### config.mk
export PLATFORM = sky130hd
export DESIGN_NAME = lz10_ctrl
export DESIGN_NICKNAME = d
export VERILOG_FILES = /design/src/rtl/core/lz10_pkg.sv /design/src/rtl/core/lz10_ctrl.sv
export SDC_FILE = /design/constraint.sdc
export NUM_CORES = 1
export LEC_CHECK = 0
export BUFFER_PORTS_ARGS = -buffer_cell sky130_fd_sc_hd__buf_2
export CAP_MARGIN = 20
export CORE_MARGIN = 2
export CORE_UTILIZATION = 40
export CTS_BUF_LIST = sky130_fd_sc_hd__clkbuf_4
export CTS_CLUSTER_DIAMETER = 50
export DETAILED_ROUTE_END_ITERATION = 12
export GPL_ROUTABILITY_DRIVEN = 0
export PLACE_DENSITY = 0.71
export SYNTH_ARGS = -nofsm -noshare
export SYNTH_HDL_FRONTEND = slang
export SYNTH_SLANG_ARGS = --single-unit
### constraint.sdc
create_clock -name i_clk -period 4.34 [get_ports i_clk]
set_input_delay 0.651 -clock i_clk [delete_from_list [all_inputs] [get_ports i_clk]]
set_output_delay 0.651 -clock i_clk [all_outputs]
set_load 0.1 [all_outputs]
### src/rtl/core/lz10_pkg.sv
`timescale 1ns / 1ps

package lz10_pkg;

    localparam logic [7:0] METHOD_ID = 8'h10;
    localparam logic [4:0] LEN_BIAS  = 5'd3;

    localparam logic [2:0] ST_DATA       = 3'd0;
    localparam logic [2:0] ST_BAD_METHOD = 3'd1;
    localparam logic [2:0] ST_ZERO_SIZE  = 3'd2;
    localparam logic [2:0] ST_TRUNC      = 3'd3;
    localparam logic [2:0] ST_BAD_REF    = 3'd4;

    typedef enum logic [2:0] {
        S_HEADER,
        S_FLAG,
        S_ITEM,
        S_REF2,
        S_READ,
        S_COPY,
        S_DRAIN
    } t_state;

    typedef struct packed {
        logic       hdr_step;
        logic       flag_load;
        logic       flag_next;
        logic       ref1_load;
        logic       ref_setup;
        logic       rd_first;
        logic       rd_next;
        logic       put_lit;
        logic       put_copy;
        logic       emit_err;
        logic [2:0] err_code;
        logic       rearm;
    } t_cmd;

    typedef struct packed {
        logic out_free;
        logic hdr_first;
        logic hdr_last;
        logic method_ok;
        logic size_zero;
        logic flag_is_ref;
        logic flag_last;
        logic rem_one;
        logic rem_gt1;
        logic rem_gt_len;
        logic bad_ref;
        logic cnt_last;
        logic ref_eos;
    } t_sts;

endpackage

### src/rtl/core/lz10_ctrl.sv
`timescale 1ns / 1ps

module lz10_ctrl (
    input  logic           i_clk,
    input  logic           i_rst_n,
    input  logic           i_valid,
    input  logic           i_end_of_source,
    input  lz10_pkg::t_sts i_sts,
    output lz10_pkg::t_cmd o_cmd,
    output logic           o_stall
);

    import lz10_pkg::*;

    t_state     r_state;
    t_state     n_state;
    logic       take;
    logic       err;
    logic [2:0] code;

    always_ff @(posedge i_clk) begin
        if (!i_rst_n) begin
            r_state <= S_HEADER;
        end else begin
            r_state <= n_state;
        end
    end

    always_comb begin
        n_state = r_state;
        o_cmd   = '0;
        o_stall = 1'b1;
        err     = 1'b0;
        code    = ST_DATA;
        take    = i_valid && i_sts.out_free;
        case (r_state)
            S_HEADER: begin
                o_stall = !i_sts.out_free;
                if (take) begin
                    if (i_sts.hdr_first && !i_sts.method_ok) begin
                        err  = 1'b1;
                        code = ST_BAD_METHOD;
                    end else if (i_sts.hdr_last && i_sts.size_zero) begin
                        err  = 1'b1;
                        code = ST_ZERO_SIZE;
                    end else if (i_end_of_source) begin
                        err  = 1'b1;
                        code = ST_TRUNC;
                    end else begin
                        o_cmd.hdr_step = 1'b1;
                        if (i_sts.hdr_last) begin
                            n_state = S_FLAG;
                        end
                    end
                end
            end
            S_FLAG: begin
                o_stall = !i_sts.out_free;
                if (take) begin
                    if (i_end_of_source) begin
                        err  = 1'b1;
                        code = ST_TRUNC;
                    end else begin
                        o_cmd.flag_load = 1'b1;
                        n_state         = S_ITEM;
                    end
                end
            end
            S_ITEM: begin
                o_stall = !i_sts.out_free;
                if (take) begin
                    if (i_sts.flag_is_ref) begin
                        if (i_end_of_source) begin
                            err  = 1'b1;
                            code = ST_TRUNC;
                        end else begin
                            o_cmd.ref1_load = 1'b1;
                            n_state         = S_REF2;
                        end
                    end else if (i_end_of_source && i_sts.rem_gt1) begin
                        err  = 1'b1;
                        code = ST_TRUNC;
                    end else begin
                        o_cmd.put_lit = 1'b1;
                        if (i_sts.rem_one) begin
                            o_cmd.rearm = 1'b1;
                            n_state     = i_end_of_source ? S_HEADER : S_DRAIN;
                        end else begin
                            o_cmd.flag_next = 1'b1;
                            n_state         = i_sts.flag_last ? S_FLAG : S_ITEM;
                        end
                    end
                end
            end
            S_REF2: begin
                o_stall = !i_sts.out_free;
                if (take) begin
                    if (i_sts.bad_ref) begin
                        err  = 1'b1;
                        code = ST_BAD_REF;
                    end else if (i_end_of_source && i_sts.rem_gt_len) begin
                        err  = 1'b1;
                        code = ST_TRUNC;
                    end else begin
                        o_cmd.ref_setup = 1'b1;
                        n_state         = S_READ;
                    end
                end
            end
            S_READ: begin
                o_cmd.rd_first = 1'b1;
                n_state        = S_COPY;
            end
            S_COPY: begin
                if (i_sts.out_free) begin
                    o_cmd.put_copy = 1'b1;
                    if (i_sts.cnt_last) begin
                        if (i_sts.rem_one) begin
                            o_cmd.rearm = 1'b1;
                            n_state     = i_sts.ref_eos ? S_HEADER : S_DRAIN;
                        end else begin
                            o_cmd.flag_next = 1'b1;
                            n_state         = i_sts.flag_last ? S_FLAG : S_ITEM;
                        end
                    end else begin
                        o_cmd.rd_next = 1'b1;
                    end
                end
            end
            S_DRAIN: begin
                o_stall = 1'b0;
                if (i_valid && i_end_of_source) begin
                    o_cmd.rearm = 1'b1;
                    n_state     = S_HEADER;
                end
            end
            default: begin
                n_state = S_HEADER;
            end
        endcase
        if (err) begin
            o_cmd.emit_err = 1'b1;
            o_cmd.err_code = code;
            o_cmd.rearm    = 1'b1;
            n_state        = i_end_of_source ? S_HEADER : S_DRAIN;
        end
    end

endmodule

After elaboration in Yosys (flattened, before gate mapping)
Index checks and enable logic that the tools add are counted.
{"block": "totals", "regBits": 3, "out_inout_bits": 15}
{"block": "classes", "n_eq_ne": 22, "n_mux": 88, "reduce_logical": 11}
{"operator": "$mux 3", "n": 26}
{"operator": "$mux 1", "n": 46}
{"operator": "$ne 3x3->1 const B", "n": 14}
{"operator": "$pmux 3 s7", "n": 1}
{"operator": "$mux 2", "n": 9}
{"operator": "$reduce_and 16->1", "n": 1}
{"operator": "$pmux 3 s4", "n": 1}
{"operator": "$eq 3x3->1 const B", "n": 3}
{"operator": "$ne 4x4->1 const B", "n": 2}
{"operator": "$eq 3x2->1 const B", "n": 2}
{"operator": "$logic_and 1x1->1", "n": 6}
{"operator": "$mux 5", "n": 1}
{"operator": "$pmux 1 s2", "n": 2}
{"operator": "$pmux 1 s4", "n": 1}
{"operator": "$reduce_or 4->1", "n": 1}
{"operator": "$eq 3x1->1 const B", "n": 1}
{"operator": "$logic_not 3->1", "n": 1}
{"operator": "$pmux 1 s3", "n": 1}
{"operator": "$logic_not 1->1", "n": 2}

Depth between registers and ports, before layout
Gate-level depths: netlist of run 1.
{"block": "logic_depth", "depth_word": 7, "mapped_depth": 7}

Least setup slack after synthesis of run 1
No wires, ideal clock.
{"block": "synth_timing", "path_type": "input -> output", "from": "input i_end_of_source", "to": "output o_cmd[11] (netlist bit)", "t_arrival_ns": 5.123, "required_ns": 3.689, "setup_slack_ns": -1.434, "path_stages": 4, "path_cell_list": "buf_2 -> a2111oi_2 -> a21oi_1 -> nor3_1"}
{"element": "start, declared", "line_no": "lz10_ctrl.sv:7", "source": "input logic i_end_of_source,"}
{"element": "end, declared", "line_no": "lz10_ctrl.sv:9", "source": "output lz10_pkg::t_cmd o_cmd,"}

==> flow_metrics.env, run 1 <==
export IMPL_worstMarginPinSlew_ps=646
export IMPL_p_leak_nw=0.383
export IMPL_synth_xor_area_share_pct=0
export IMPL_async_reset_ff_share_pct=0
export IMPL_reg_largest_list="r_state (3)"
export IMPL_fill_cells=152
export IMPL_synth_seq_area_share_pct=8.97
export IMPL_synth_compound_area_share_pct=41.9
export IMPL_cts_sinks=3
export IMPL_min_path_type="flop to flop"
export IMPL_p_clk_share_pct=32.2
export IMPL_setup_tns_ps=0
export IMPL_start_kind="flop"
export IMPL_finalPower_uw=169
export IMPL_seq_power_share_pct=19.7
export IMPL_setup_violations_final=0
export IMPL_slew_violations=0
export IMPL_synth_cell_types=41
export IMPL_maxCapViolations=0
export IMPL_critPathMaxFanout=13
export IMPL_synth_area_leaders="dfxtp_1, o21ai_0, a21oi_1"
export IMPL_htree_num_levels=1
export IMPL_peakVddDrop_v=0.000128
export IMPL_syn_to_final_growth_pct=27.3
export IMPL_min_period_ps=2870
export IMPL_synthCells=96
export IMPL_internal_power_uw=93.9
export IMPL_synth_avg_cell_area_um2=6.97
export IMPL_synth_top_family_by_area="compound AO/OA/AOI/OAI gates"
export IMPL_powerDensity_nw_per_um2=198
export IMPL_synth_top_area_share_pct=8.97
export IMPL_root_buffer="clkbuf_4"
export IMPL_top_register="r_state"
export IMPL_syn_nets=113
export IMPL_hold_viol_final=0
export IMPL_routed_wl_um=1800
export IMPL_firstDrtPassIters=4
export IMPL_insertion_delay_ps=230
export IMPL_synth_adder_area_share_pct=0
export IMPL_netlist_area_um2=669
export IMPL_ant_nets=0
export IMPL_rows=14
export IMPL_relSlewSlack_pct=56.9
export IMPL_switching_share_pct=44.4
export IMPL_antenna_diode_count=0
export IMPL_crit_type="flop to output port"
export IMPL_end_kind="output port"
export IMPL_grt_pass1_wl_um=3150
export IMPL_ys_flop_type="dfxtp_1"
export IMPL_grt_overflow=0
export IMPL_drt_iter0_drc=24
export IMPL_synth_warnings=0
export IMPL_synth_edf_count=0
export IMPL_setup_ws_ps=1470
export IMPL_cts_resized=0
export IMPL_drive_above_1_share_pct=38.7
export IMPL_cts_setup_buffers=0
export IMPL_final_nets=142
export IMPL_placed_cells=136
export IMPL_synth_simple_gate_area_share_pct=32.3
export IMPL_cts_tree="built"
export IMPL_die_h_um=44.9
export IMPL_core_area_um2=1540
export IMPL_die_w_um=44.9
export IMPL_vias=806
export IMPL_rsz0062_at_grt="false"
export IMPL_post_place_ws_ps=1520
export IMPL_muxShareOfSynthArea_pct=5.98
export IMPL_pwr_share_comb_pct=48.1
export IMPL_fmax_ghz=0.349
export IMPL_clockBufferDepth=2
export IMPL_start_util_pct=43.4
export IMPL_p_switching_uw=74.8
export IMPL_instances_no_fill=140
export IMPL_hpwl_um=1390
export IMPL_yosys_register_bits=3
export IMPL_avgRoutedWirePerCell_um=12.9
export IMPL_grt_start_max_net_pins=19
export IMPL_largest_reg_flops=3
export IMPL_avgViaCountPerCell=5.76
export IMPL_synth_top_area_cell="dfxtp_1"
export IMPL_worstPathArrival_ps=2220
export IMPL_grt_pass1_vias=748
export IMPL_clk_pin_slew_ps=30
export IMPL_cts_buffers_inserted=3
export IMPL_worstPathRequired_ps=3690
export IMPL_port_buffers=31
export IMPL_clock_skew_ps=2.21
export IMPL_cts_hold_buf=0
export IMPL_outcome="finished, final reports clean"
export IMPL_drc=0
export IMPL_antenna_found_initial=0
export IMPL_grt_util_all_layers_pct=20.1
export IMPL_pin_count=32
export IMPL_post_route_period_util_pct=66.1
export IMPL_dieArea_um2=2020
==> cells in the final DEF, fill, tap and decap left out <==
cell / netlist / routed
and3_1: 2 / 2
and2_1: 1 / 1
a21o_1: 1 / 1
o221ai_1: 1 / 1
and2b_1: 1 / 1
a2111oi_4: 1 / 2
dfxtp_1: 3 / 3
nor3b_1: 2 / 2
a31o_2: 1 / 1
o31ai_2: 1 / 1
nand2_1: 9 / 9
clkbuf_4: 0 / 4
nand2b_1: 2 / 2
nand3_1: 2 / 2
o21ai_1: 2 / 2
nand4_1: 1 / 1
nor4b_2: 0 / 1
nor2b_1: 3 / 3
o221a_2: 1 / 1
a2bb2oi_1: 2 / 2
o31a_1: 1 / 1
nor2_1: 5 / 5
o211ai_1: 1 / 1
a21oi_1: 9 / 8
inv_2: 2 / 2
a31oi_1: 1 / 1
nor3_2: 0 / 1
nor2b_4: 1 / 1
a21boi_0: 1 / 1
a21bo_1: 1 / 1
buf_2: 1 / 31
or2b_1: 1 / 1
a32o_1: 1 / 1
o21ba_4: 1 / 1
mux2i_1: 4 / 4
inv_1: 4 / 4
a21oi_2: 0 / 1
nand3_2: 1 / 1
o21ai_0: 10 / 10
nor3_1: 7 / 6
==> worst paths after layout <==
kind / startpoint / endpoint / slack, ps / cells past startpoint
worst max-delay path: r_state[2] / o_cmd[0] / 1470 / 6
worst min-delay path: r_state[1] / r_state[1] / 710 / 2
worst max register to register: r_state[0] / r_state[0] / 2310 / 5
worst min register to register: r_state[1] / r_state[1] / 710 / 2
==> per-stage QoR <==
step           hold slack, ps  cell area [um^2]  utilization [%]
2_1_floorplan             641               697                -
3_3_place_gp              685               822             53.3
3_5_place_dp              707               822             53.3
4_1_cts                   708               852             55.3
5_1_grt                   745               852             55.3
6_report                  714               852             55.3
==> cells by family (layout without fill, tap and decap cells) <==
| family | count (synthesis) | in the layout |
|---|---|---|
| AOI/OAI and AO/OA | 37 | 37 |
| buffers and inverters | 13 | 41 |
| DFF | 3 | 3 |
| muxes | 4 | 4 |
| and+or+nand+nor | 39 | 39 |
==> power groups by stage <==
stage / Combinational (mW) / Clock, mW / Sequential (mW)
final: 0.0811 / 0.0543 / 0.0333
after global routing: 0.0874 / 0.0592 / 0.0338
after CTS: 0.0811 / 0.0574 / 0.0331
after detailed placement: 0.0807 / 0 / 0.0335
after global placement: 0.0798 / 0 / 0.0335
after floorplan: 0.0665 / 0 / 0.0296
==> routing by layer <==
layer  global-route usage [%]  vias up  part of all wire, %
met4                     4.71        0                    0
met1                     29.3      374                   47
met3                     1.60        0                  4.3
li1                         -      411                    -
met2                     32.2       21                   49
met5                        0        -                    0
==> Yosys cell counts (all sizes together) (2+ instances only) <==
library cell / n
a2111oi: 2
a21oi: 9
a2bb2oi: 2
and3: 2
buf: 5
clkbuf: 2
dfxtp: 3
inv: 6
mux2i: 4
nand2: 9
nand2b: 2
nand3: 3
nor2: 5
nor2b: 4
nor3: 7
nor3b: 2
o21ai: 12
==> critical path, cell delays in order, from the launching register on <==
cell and delay (ps):
dfxtp_1 440, inv_2 170, nand3_2 260, a2111oi_4 430
a21oi_2 80, o211ai_1 170, buf_2 450
==> final cells by class <==
class	count	area (um^2)	share of cell area, %
tap	16	20.0	2.35
inverter	6	22.5	2.64
sequential	3	60.1	7.05
timing repair buffer	31	155	18.2
clock buffer	4	30.0	3.52
multi-input combinational	80	564	66.2
Power figures use the tool's default switching activity.
==> inputs of run 2 (changes only) <==
ABC_AREA = 1   (was default)
PLACE_DENSITY = 0.74   (was 0.71)
clock period = 2.4 ns   (was 4.34 ns; I/O delays follow)
==> flow_metrics.env, run 2 <==
export IMPL_post_route_util_pct=58.9
export IMPL_routed_wl_um=1880
export IMPL_cts_tree="built"
export IMPL_fmax_ghz=0.452
export IMPL_synth_top_area_share_pct=22.5
export IMPL_cts_resized=0
export IMPL_start_kind="flop"
export IMPL_clock_skew_ps=0.0635
export IMPL_critPathMaxFanout=5
export IMPL_synth_seq_area_share_pct=9.21
export IMPL_muxShareOfSynthArea_pct=0
export IMPL_postLayoutCellArea_um2=898
export IMPL_die_w_um=44.4
export IMPL_relSlewSlack_pct=67.5
export IMPL_maxCapViolations=0
export IMPL_clk_pin_slew_ps=30
export IMPL_htree_num_levels=1
export IMPL_drc=0
export IMPL_synth_top_area_cell="nand2_1"
export IMPL_root_buffer="clkbuf_4"
export IMPL_grt_overflow=0
export IMPL_synth_edf_count=0
export IMPL_synth_simple_gate_area_share_pct=65.5
export IMPL_post_route_period_util_pct=92.1
export IMPL_synth_avg_cell_area_um2=5.05
export IMPL_worstPathArrival_ps=1850
export IMPL_synth_compound_area_share_pct=13.1
export IMPL_reg_largest_list="r_state (3)"
export IMPL_min_path_type="input pin to flop"
export IMPL_cts_hold_buf=0
export IMPL_drive_above_1_share_pct=40.4
export IMPL_yosysMostFrequentCell="nand2_1"
export IMPL_grt_pass1_wl_um=3240
export IMPL_crit_type="flop to output port"
export IMPL_hold_viol_final=0
export IMPL_synth_xor_area_share_pct=0
export IMPL_avgRoutedWirePerCell_um=10.6
export IMPL_final_nets=179
export IMPL_synth_warnings=0
export IMPL_avgViaCountPerCell=5.23
export IMPL_synth_cell_types=20
export IMPL_final_cell_mix="nand2_1, buf_2, nor2_1"
export IMPL_grt_util_all_layers_pct=21.7
export IMPL_p_leak_nw=0.508
export IMPL_drt_iter0_drc=32
export IMPL_syn_nets=146
export IMPL_cts_setup_buffers=0
export IMPL_worstPathRequired_ps=2040
export IMPL_synthCells=129
export IMPL_firstDrtPassIters=4
export IMPL_dieArea_um2=1970
export IMPL_core_area_um2=1520
export IMPL_syn_to_final_growth_pct=37.8
export IMPL_synth_top_family_by_area="simple AND/OR/NAND/NOR gates"
export IMPL_pin_count=32
export IMPL_ant_nets=0
export IMPL_port_buffers=31
export IMPL_peakVddDrop_v=0.000395
export IMPL_worstMarginPinSlew_ps=491
export IMPL_mostFrequentLayoutCell="nand2_1"
export IMPL_rows=14
export IMPL_largest_reg_flops=3
export IMPL_rsz0062_at_grt="false"
export IMPL_antenna_diode_count=0
export IMPL_placed_cells=173
export IMPL_powerDensity_nw_per_um2=681
export IMPL_end_kind="output port"
export IMPL_top_register="r_state"
export IMPL_synth_common_cells="nand2_1, nor2_1, nand3_1"
export IMPL_finalPower_uw=611
export IMPL_synth_adder_area_share_pct=0
export IMPL_cts_buffers_inserted=3
export IMPL_ys_flop_type="dfxtp_1"
export IMPL_insertion_delay_ps=220
export IMPL_vias=925
export IMPL_clockBufferDepth=2
export IMPL_fill_cells=160
export IMPL_worst_hold_slack_ps=385
export IMPL_grt_pass1_vias=805
export IMPL_async_reset_ff_share_pct=0
export IMPL_cts_sinks=3
export IMPL_netlist_area_um2=652
export IMPL_yosys_register_bits=3
export IMPL_die_h_um=44.4
export IMPL_hpwl_um=1580
export IMPL_synth_area_leaders="nand2_1, nor2_1, dfxtp_1"
export IMPL_outcome="finished, final reports clean"
export IMPL_min_period_ps=2210
export IMPL_antenna_found_initial=0
export IMPL_grt_start_max_net_pins=13
export IMPL_placed_area_um2=868
export IMPL_start_util_pct=42.8
export IMPL_instances_no_fill=177
export IMPL_setup_violations_final=0
export IMPL_slew_violations=0
-- run 2: changes by cell type after synthesis, sizes merged, moves of 4 or more --
cell and delta:
nor2b -4, inv +9, mux2i -4, nand3 +9, o21ai -7, nor2 +21, nand2 +37
-- run 2: through the flow --
stage,setup TNS (ps),setup WS [ps]
after floorplan,-1660,-671
after global placement,0,340
after detailed placement,0,332
after CTS,0,171
after global routing,0,35.8
final,0,190
-- run 2: critical path: stages (launching register included) --
cell and delay, ps:
dfxtp_1 400, inv_2 80, nor2_2 170, nand2_1 200, nor2_4 130, a21oi_1 130
nor2_4 90, buf_2 420
-- run 2: where the power goes --
| group | switching, mW | internal [mW] |
|---|---|---|
| Clock | 0.0227 | 0.0733 |
| Combinational | 0.324 | 0.115 |
| Sequential | 0.0173 | 0.0600 |
| Total | 0.364 | 0.248 |
-- run 2: worst paths after layout --
check	end	cells after the start	slack (ps)	start
worst max-delay path	o_cmd[11]	7	190	r_state[0]
worst min-delay path	r_state[2]	3	380	i_rst_n
worst max register to register	r_state[2]	11	830	r_state[1]
worst min register to register	r_state[0]	2	570	r_state[0]
-- run 2: layout make-up --
cell class	instances	area [um^2]	share of cell area, %
multi-input cells	108	562	62.5
repair buffers	31	170	18.9
flip-flops and latches	3	60.1	6.69
inverters	15	56.3	6.27
clock buffers	4	30.0	3.34
well taps	16	20.0	2.23
-- run 2: cells by family (layout without fill, tap and decap cells) --
| kind of cell | count (synthesis) | after routing |
|---|---|---|
| AO/OA/AOI/OAI | 14 | 14 |
| buffers and inverters | 18 | 50 |
| flip-flops | 3 | 3 |
| AND/OR/NAND/NOR | 94 | 94 |
-- run 2: layer usage --
layer	part of all wire [%]	wire [um]	track usage, %	vias up
met4	0	0	10.3	0
met2	48	901	34.4	31
met1	46	870	28.8	413
met5	0	0	0	-
li1	-	-	-	481
met3	5.6	106	3.27	0
==> inputs of run 3 (changes only) <==
ABC_AREA = default   (was 1)
CORE_MARGIN = 3   (was 2)
PLACE_DENSITY = 0.73   (was 0.74)
SLEW_MARGIN = 20   (was default)
==> flow_metrics.env, run 3 (synthesis gave the netlist of run 1 again) <==
export IMPL_outcome="finished, final reports clean"
export IMPL_min_path_type="input pin to flop"
export IMPL_rsz0062_at_grt="false"
export IMPL_final_cell_mix="buf_2, o21ai_0, nand2_1"
export IMPL_dieArea_um2=2200
export IMPL_clockBufferDepth=2
export IMPL_drive_above_1_share_pct=49.6
export IMPL_rows=14
export IMPL_drc=0
export IMPL_fmax_ghz=0.444
export IMPL_cts_hold_buf=0
export IMPL_grt_overflow=0
export IMPL_relSlewSlack_pct=67.3
export IMPL_die_h_um=46.9
export IMPL_start_kind="flop"
export IMPL_pin_count=32
export IMPL_critical_path_max_stage_delay_ps=580
export IMPL_die_w_um=46.9
export IMPL_setup_tns_ps=0
export IMPL_largest_reg_flops=3
export IMPL_ant_nets=0
export IMPL_fill_cells=135
export IMPL_min_period_ps=2250
export IMPL_grt_util_all_layers_pct=21.1
export IMPL_crit_type="flop to output port"
export IMPL_grt_pass1_wl_um=3450
export IMPL_clock_skew_ps=2.44
export IMPL_grt_pass1_vias=792
export IMPL_avgRoutedWirePerCell_um=14.4
export IMPL_placed_cells=139
export IMPL_post_route_util_pct=68.9
export IMPL_clk_pin_slew_ps=40
export IMPL_powerDensity_nw_per_um2=317
export IMPL_critPathBufInv=1
export IMPL_port_buffers=31
export IMPL_p_leak_nw=0.461
export IMPL_grt_start_max_net_pins=15
export IMPL_end_kind="output port"
export IMPL_post_route_period_util_pct=93.9
export IMPL_top_register="r_state"
export IMPL_path_cells="nor2b_4, and3_2, a21oi_2, o211ai_1, buf_12"
export IMPL_start_util_pct=43.4
export IMPL_postLayoutCellArea_um2=1060
export IMPL_peakVddDrop_v=0.000321
export IMPL_crit_slowest_cell="dfxtp_1"
export IMPL_drt_iter0_drc=13
export IMPL_crit_family="flip-flops"
export IMPL_cts_sinks=3
export IMPL_syn_to_final_growth_pct=58.7
export IMPL_worstMarginPinSlew_ps=494
export IMPL_critPathMaxFanout=12
export IMPL_antenna_found_initial=0
export IMPL_htree_num_levels=1
export IMPL_maxCapViolations=0
export IMPL_hold_viol_final=0
export IMPL_core_area_um2=1540
export IMPL_routed_wl_um=2060
export IMPL_mostFrequentLayoutCell="buf_2"
export IMPL_root_buffer="clkbuf_4"
export IMPL_worstPathArrival_ps=1890
export IMPL_antenna_diode_count=0
export IMPL_avgViaCountPerCell=5.95
export IMPL_cts_buffers_inserted=3
export IMPL_placed_area_um2=1030
export IMPL_reg_largest_list="r_state (3)"
export IMPL_vias=851
export IMPL_setup_violations_final=0
export IMPL_slew_violations=0
export IMPL_insertion_delay_ps=230
export IMPL_worst_hold_slack_ps=435
export IMPL_cts_tree="built"
export IMPL_instances_no_fill=143
export IMPL_final_nets=145
export IMPL_worstPathRequired_ps=2040
export IMPL_hpwl_um=1680
export IMPL_firstDrtPassIters=4
[run 3: changes by cell type in the layout (fill, tap and decap cells not counted), moves of 3 or more]
cell | previous run | this run
inv_2 | 7 | 1
inv_1 | 8 | 4
o21ai_0 | 2 | 10
buf_4 | 0 | 3
nor2_1 | 17 | 5
buf_2 | 30 | 25
nand2_2 | 5 | 0
nand2_1 | 39 | 9
mux2i_1 | 0 | 3
nor3_4 | 0 | 3
nand3_1 | 12 | 2
nor2_4 | 3 | 0
nor2_2 | 6 | 0
buf_12 | 1 | 6
[run 3: final timing paths]
kind | from | endpoint | slack [ps] | depth (start not counted)
hold / removal | i_rst_n | r_state[1] | 440 | 3
setup reg to reg | r_state[0] | r_state[0] | 560 | 5
setup / recovery | r_state[0] | o_cmd[0] | 150 | 5
hold reg to reg | r_state[1] | r_state[1] | 610 | 2
[run 3: repair_timing]
item | in CTS | in global routing
gates resized for setup | 0 | 1
setup buffers | 0 | 0
setup endpoints to repair | 0 | 3
[run 3: where the power goes]
part	internal (mW)	switching, mW	total, mW
logic	0.0612	0.118	0.179
clock network	0.0736	0.0260	0.0995
registers	0.0520	0.00607	0.0581
total	0.187	0.150	0.337
[run 3: worst register-to-register path, stage by stage (launching register included)]
cell      delay [ps]
dfxtp_1          580
nand2b_4         250
a21oi_1           60
o31ai_2          300
a21bo_1          280
a32o_1           260
[run 3: routing by layer]
layer	vias up	global-route usage, %	part of all wire, %
met5	-	0	0
met4	0	3.87	0.58
met3	2	4.21	8.5
met2	41	37.9	48
met1	388	26.1	43
li1	420	-	-
[run 3: stage by stage]
step,setup WS [ps],total power [mW]
final,146,0.337
after floorplan,-1310,0.187
after detailed placement,288,0.237
after global placement,300,0.235
after CTS,91.7,0.339
after global routing,21.3,0.358
[run 3: cell type report]
cell class / instances / area (um^2) / share of cell area [%]
repair buffers: 34 / 268 / 25.2
clock buffers: 4 / 30.0 / 2.83
flip-flops and latches: 3 / 61.3 / 5.77
inverters: 6 / 25.0 / 2.36
multi-input cells: 80 / 658 / 62.0
well taps: 16 / 20.0 / 1.88
